[src/rtl/vdlt_pkg.sv]
// Shared constants and types for the dot/line timing core.
package vdlt_pkg;

    localparam int unsigned DotW  = 9;
    localparam int unsigned LineW = 8;
    localparam int unsigned RegW  = 8;

    localparam logic [DotW-1:0]  DotsPerLine     = 9'd456;
    localparam logic [LineW-1:0] LinesPerFrame   = 8'd154;
    localparam logic [LineW-1:0] FirstVblankLine = 8'd144;
    localparam logic [LineW-1:0] LastLine        = 8'd153;
    localparam logic [DotW-1:0]  ScanEndDot      = 9'd80;
    localparam logic [DotW-1:0]  DrawEndDot      = 9'd252;
    // 256 - 80: adding this in 8 bits subtracts the scan length mod 256
    localparam logic [RegW-1:0]  ScanEndNeg      = 8'd176;

    // display modes as reported on the mode field
    typedef enum logic [1:0] {
        MODE_HBLANK = 2'd0,
        MODE_VBLANK = 2'd1,
        MODE_OAM    = 2'd2,
        MODE_DRAW   = 2'd3
    } t_mode;

    // register indexes of the configuration port
    typedef enum logic [1:0] {
        REG_SCROLL_X     = 2'd0,
        REG_SCROLL_Y     = 2'd1,
        REG_LINE_COMPARE = 2'd2,
        REG_UNUSED       = 2'd3
    } t_reg_idx;

    // opcodes of the input beat
    localparam logic OP_ADVANCE = 1'b0;
    localparam logic OP_LOAD    = 1'b1;

endpackage

[src/rtl/video_dot_line_timing_core.sv]
// Dot/line timing core: counters, mode decode and background fetch offsets.
//
// Each accepted beat either advances the dot counter by one or loads the line
// counter, and produces exactly one result beat in the next cycle, holding the
// updated dot and line, the display mode, the line-compare match and the
// scrolled tile-map and tile-data row offsets. The core takes one beat per
// clock: the counter update and the offset arithmetic sit between the counter
// registers and a single result register. The input stalls only while that
// result register holds a beat that downstream has not yet taken. Configuration
// writes (scroll and line compare) are applied at the edge where the write
// enable is high and affect the results of later beats.
module video_dot_line_timing_core
    import vdlt_pkg::*;
(
    input  logic                 i_clk,
    input  logic                 i_rst_n,
    // configuration write port
    input  logic                 i_cfg_we,
    input  logic [1:0]           i_cfg_index,
    input  logic [RegW-1:0]      i_cfg_data,
    // input channel
    input  logic                 i_in_valid,
    output logic                 o_in_stall,
    input  logic                 i_in_opcode,
    input  logic [LineW-1:0]     i_in_new_line,
    // output channel
    output logic                 o_out_valid,
    input  logic                 i_out_stall,
    output logic [DotW-1:0]      o_out_dot_x,
    output logic [LineW-1:0]     o_out_line_y,
    output logic [1:0]           o_out_mode,
    output logic                 o_out_compare_match,
    output logic [9:0]           o_out_map_offset,
    output logic [3:0]           o_out_data_low_offset,
    output logic [3:0]           o_out_data_high_offset
);

    logic [DotW-1:0]  r_dot,  n_dot;
    logic [LineW-1:0] r_line, n_line;
    logic [RegW-1:0]  r_scx, r_scy, r_lyc;

    logic             r_out_valid;
    logic [DotW-1:0]  r_dot_x;
    logic [LineW-1:0] r_line_y;
    t_mode            r_mode, n_mode;
    logic             r_match;
    logic [9:0]       r_map, n_map;
    logic [3:0]       r_low, n_low;

    logic             in_take;
    logic [DotW-1:0]  dot_inc;
    logic [LineW-1:0] line_inc;
    logic [RegW-1:0]  col_sum, row_sum;

    // hold the input while an untaken result sits in the output register
    assign o_in_stall = r_out_valid & i_out_stall;
    assign in_take    = i_in_valid & ~o_in_stall;

    // advance the dot, step the line on wrap, or load a clamped line
    always_comb begin
        dot_inc  = r_dot + 9'd1;
        line_inc = r_line + 8'd1;
        n_dot    = r_dot;
        n_line   = r_line;
        if (i_in_opcode == OP_ADVANCE) begin
            if (dot_inc >= DotsPerLine) begin
                n_dot  = '0;
                n_line = (line_inc >= LinesPerFrame) ? '0 : line_inc;
            end else begin
                n_dot  = dot_inc;
            end
        end else begin
            n_line = (i_in_new_line > LastLine) ? LastLine : i_in_new_line;
        end
    end

    // decode mode and scrolled fetch offsets from the updated position
    always_comb begin
        if (n_line >= FirstVblankLine) begin
            n_mode = MODE_VBLANK;
        end else if (n_dot < ScanEndDot) begin
            n_mode = MODE_OAM;
        end else if (n_dot < DrawEndDot) begin
            n_mode = MODE_DRAW;
        end else begin
            n_mode = MODE_HBLANK;
        end
        col_sum = r_scx + n_dot[RegW-1:0] + ScanEndNeg;
        row_sum = r_scy + n_line;
        n_map   = {row_sum[7:3], col_sum[7:3]};
        n_low   = {row_sum[2:0], 1'b0};
    end

    // hold configuration registers
    always_ff @(posedge i_clk) begin
        if (!i_rst_n) begin
            r_scx <= '0;
            r_scy <= '0;
            r_lyc <= '0;
        end else if (i_cfg_we) begin
            unique case (t_reg_idx'(i_cfg_index))
                REG_SCROLL_X:     r_scx <= i_cfg_data;
                REG_SCROLL_Y:     r_scy <= i_cfg_data;
                REG_LINE_COMPARE: r_lyc <= i_cfg_data;
                default:          ;
            endcase
        end
    end

    // advance counters on each accepted beat
    always_ff @(posedge i_clk) begin
        if (!i_rst_n) begin
            r_dot  <= '0;
            r_line <= '0;
        end else if (in_take) begin
            r_dot  <= n_dot;
            r_line <= n_line;
        end
    end

    // load the result register; drop valid once the beat is taken
    always_ff @(posedge i_clk) begin
        if (!i_rst_n) begin
            r_out_valid <= 1'b0;
        end else if (in_take) begin
            r_out_valid <= 1'b1;
        end else if (!i_out_stall) begin
            r_out_valid <= 1'b0;
        end
    end

    always_ff @(posedge i_clk) begin
        if (in_take) begin
            r_dot_x  <= n_dot;
            r_line_y <= n_line;
            r_mode   <= n_mode;
            r_match  <= (n_line == r_lyc);
            r_map    <= n_map;
            r_low    <= n_low;
        end
    end

    assign o_out_valid            = r_out_valid;
    assign o_out_dot_x            = r_dot_x;
    assign o_out_line_y           = r_line_y;
    assign o_out_mode             = r_mode;
    assign o_out_compare_match    = r_match;
    assign o_out_map_offset       = r_map;
    assign o_out_data_low_offset  = r_low;
    assign o_out_data_high_offset = {r_low[3:1], 1'b1};

endmodule

[config.mk]
export PLATFORM = sky130hd
export DESIGN_NAME = video_dot_line_timing_core
export DESIGN_NICKNAME = d
export VERILOG_FILES = /design/src/rtl/vdlt_pkg.sv /design/src/rtl/video_dot_line_timing_core.sv
export SDC_FILE = /design/constraint.sdc
export NUM_CORES = 1
export LEC_CHECK = 0
export BUFFER_PORTS_ARGS = -buffer_cell sky130_fd_sc_hd__clkbuf_2
export CORE_MARGIN = 2
export CORE_UTILIZATION = 55
export DETAILED_ROUTE_END_ITERATION = 10
export GPL_TIMING_DRIVEN = 0
export PLACE_DENSITY = 0.89
export SYNTH_ARGS = -nofsm -noshare
export SYNTH_HDL_FRONTEND = slang
export SYNTH_SLANG_ARGS = --single-unit
[constraint.sdc]
create_clock -name i_clk -period 6.6 [get_ports i_clk]
set_input_delay 0.66 -clock i_clk [delete_from_list [all_inputs] [get_ports i_clk]]
set_output_delay 0.66 -clock i_clk [all_outputs]
set_load 0.1 [all_outputs]
==> run metrics <==
most common cell after layout, fill and taps aside=clkbuf_2; total global routing overflow=0; post-synthesis compound-gate area fraction=about 15%; row cnt=32; CP Max Fanout=10; Filler cells=between 600 and 700; clock latency on the worst-skew pair=~0.36 ns; via/cell ratio=just under 6; Synth cell types=66; via total after detailed routing=3,941; hold_sp=r_scx[0]$_SDFFE_PN0P_; final period utilization=76.36%; Core Area=7767 sq um; main combinational cell family by area after synthesis=simple AND/OR/NAND/NOR gates; clock network power share=approximately 27%; RSZ-0062 raised after global routing=no; skew final=0.01350 ns; placement-stage worst setup slack=around 1.7 ns; Sw Share=about 38%; GP Congestion=0.9601; Synth Area in Simple Gates=between 10% and 20%; Slew Limit Fails=0; Final Worst Setup Slack=approximately 1.6 ns; PortBufs=60; Mapped Cells=487; FF-to-FF path depth=18; EDFF count, synth=33; n_diodes=0; Leakage=approximately 2.3 nW; H-tree Lvls=3; Remaining DRCs=0; die height=93.98 um; register area share after synthesis=about two fifths; multiplexer area fraction after synthesis=between 6 and 7%; PostCTS Resize Cnt=0; PwrDens=around 240 nW/um^2; clock sinks=75; Worst EP arrival=5.13 ns; Crit Reg-Reg Startpoint=r_dot[0]$_SDFFE_PN0P_; Pint=roughly 0.00076 W; total die area=just under 9000 sq um; yosys warns=0; post-synthesis xor/xnor area fraction=roughly 5.5%; final instance area=5094 sq um; Starting Density=between 50% and 60%; startpoint types=flop; first-iteration detailed-routing DRC count=~330; Crit. End Element=flop; initial antenna violation count=0; routed wire length per instance=16.85 um; syn nets=about 540; Worst Hold End=r_scx[0]$_SDFFE_PN0P_; Primary FF master, synth=dfxtp_1; Reg2Reg Setup Slack=about 1.6 ns; register clock-pin slew on the reported worst setup and hold paths=0.08 ns; CTS Buffer Depth=2; Synth Register Bits=75; status=completed; most frequent cells in the layout=clkbuf_2 (61), nor2_1 (52), nand2_1 (47); Switch Pwr=around 0.00047 W; FMAX=198.4 MHz; DRT Pass-1 Iters=5; Post-CTS Setup Repair Bufs=0; WP data required=approximately 6.7 ns; die width=93.98 um; synthesized area=between 4000 and 5000 sq um; Fin. Hold Viols=0; Comb pwr share=28.8%; post-detail-place hpwl=between 8000 and 9000 um; Synth Area in Adders=6.912%; GRT Util Overall=between 20% and 30%; antenna-violating nets left=0; vias in the first global route=3,803; # nets final=607; cts hold-fix bufs=0; placed cell areas=between 4000 and 5000 sq um; Setup CP Type=flop to flop; Slew @ Worst Pin=roughly 0.78 ns; relative slew slack=between 40% and 50%; CTS buffer count=9; sequential share of power=between 40% and 50%; async set or reset register ratio after synthesis=0%; min cycle time layout=5.040 ns; max cap viols=0; layout overhead on the synthesized area=14.39%; Ports=64; syn avg cell area=a little over 9 sq um; CTS tree=done; final setup violating endpoints=0; Worst Hold Class=flop to flop; hold_ws=0.5096 ns; worst hold path depth=2; CTS root buffer=clkbuf_8; R2R Path End=o_out_map_offset[9]$_DFFE_PP_; maximum number of pins on one net before global-route repair=23; setup total negative slack=0 ns; first-pass GRT wire length=between 15,000 and 20,000 um; layout cells sized above 1=18.09%; WL final=11,220 um; Worst VDD drop=between 0.15 and 0.2 mV
[layout make-up]
type	count	area [sq um]	share of cell area [%]
Multi-Input combinational cell	353	2362	46.38
Timing Repair Buffer	61	327.8	6.436
Sequential cell	75	1832	35.96
Clock buffer	13	158.9	3.120
Buffer	33	162.7	3.193
Inverter	26	97.59	1.916
Clock inverter	3	25.02	0.4913
Tap cell	102	127.6	2.506
[state kept, by name, summed over array words and instances, names as in the netlist, 2 cells and up]
signal	flops
o_out_data_low_offset	3
o_out_dot_x	9
o_out_line_y	8
o_out_map_offset	10
o_out_mode	2
r_dot	9
r_line	8
r_lyc	8
r_scx	8
r_scy	8
[logic make-up after synthesis]
kind of cell             after synthesis
adder cells (fa/ha/maj)               24
multiplexers                          29
AND/OR/NAND/NOR                      169
flip-flops                            75
XOR/XNOR                              28
other                                  2
buffers and inverters                 59
AO/OA/AOI/OAI                        101
[worst max-delay path: stages, from the launching register on]
cell and delay, ns:
dfxtp_1 0.49, ha_1 0.34, nand3_2 0.15, or3_1 0.37, a211oi_2 0.49, and2_1 0.21, buf_6 0.13, buf_4 0.17
mux2_2 0.37, o21ai_1 0.36, inv_1 0.15, ha_1 0.31, a21o_1 0.18, a21oi_1 0.23, o21bai_1 0.11, a21oi_1 0.25
o21ai_0 0.17, xnor2_1 0.16, xnor2_1 0.13
[cell usage after synthesis, types with 3 or more instances]
| cell | instances | share of area (%) |
|---|---|---|
| a21o_1 | 6 | 1.0 |
| nand4_1 | 3 | 0.42 |
| nor4_1 | 5 | 0.70 |
| a21oi_1 | 26 | 2.9 |
| xor2_1 | 14 | 2.8 |
| buf_4 | 6 | 1.0 |
| or4_1 | 4 | 0.67 |
| a32oi_1 | 3 | 0.59 |
| dfxtp_1 | 42 | 19 |
| and3_1 | 7 | 0.98 |
| and2_1 | 3 | 0.42 |
| nor2b_1 | 4 | 0.56 |
| clkbuf_1 | 18 | 1.5 |
| a31oi_1 | 8 | 1.1 |
| inv_1 | 25 | 2.1 |
| a211o_1 | 3 | 0.59 |
| nor3_1 | 10 | 1.1 |
| xnor2_1 | 14 | 2.8 |
| buf_2 | 6 | 0.67 |
| nand2b_1 | 6 | 0.84 |
| o21bai_1 | 3 | 0.51 |
| o21ai_0 | 12 | 1.3 |
| nand3b_1 | 5 | 0.84 |
| nand2_1 | 47 | 4.0 |
| ha_1 | 23 | 6.5 |
| o21ai_1 | 4 | 0.45 |
| nand3_1 | 11 | 1.2 |
| o22ai_1 | 3 | 0.42 |
| nor2_1 | 52 | 4.4 |
| edfxtp_1 | 33 | 22 |
| mux2i_1 | 28 | 6.3 |
| a211oi_1 | 10 | 1.7 |
[through the flow]
stage	power [W]	util, %	instances
2_1_floorplan	0.0008280	-	487
3_3_place_gp	0.0008852	62.84	649
3_5_place_dp	0.0008975	63.21	650
4_1_cts	0.001224	65.58	666
5_1_grt	0.001269	65.58	666
6_report	0.001228	65.58	666
[power groups by stage]
stage               clock (W)  combinational (W)  sequential (W)
global placement            0           0.000338        0.000548
floorplan                   0           0.000146        0.000682
detailed placement          0           0.000349        0.000549
finish               0.000336           0.000353        0.000538
global route         0.000355           0.000373        0.000542
CTS                  0.000335           0.000351        0.000538
[how the worst max path moves through the flow]
stage / start / slack, ns / cells after the start / endpoint
after floorplan: r_dot[0]$_SDFFE_PN0P_ / 2.44 / 18 / o_out_map_offset[9]$_DFFE_PP_
after global placement: r_dot[0]$_SDFFE_PN0P_ / 1.78 / 18 / o_out_map_offset[9]$_DFFE_PP_
after detailed placement: r_dot[0]$_SDFFE_PN0P_ / 1.68 / 18 / o_out_map_offset[9]$_DFFE_PP_
after CTS: r_dot[0]$_SDFFE_PN0P_ / 1.66 / 18 / o_out_map_offset[9]$_DFFE_PP_
after global routing: r_dot[0]$_SDFFE_PN0P_ / 1.29 / 18 / o_out_map_offset[9]$_DFFE_PP_
final: r_dot[0]$_SDFFE_PN0P_ / 1.56 / 18 / o_out_map_offset[9]$_DFFE_PP_
[layer usage]
layer	global-route usage (%)	share of wire, %
met5	0	0
met2	44.52	50
met4	12.92	2.7
met1	33.11	40
met3	4.575	7.0
Power figures use the tool's default switching activity.
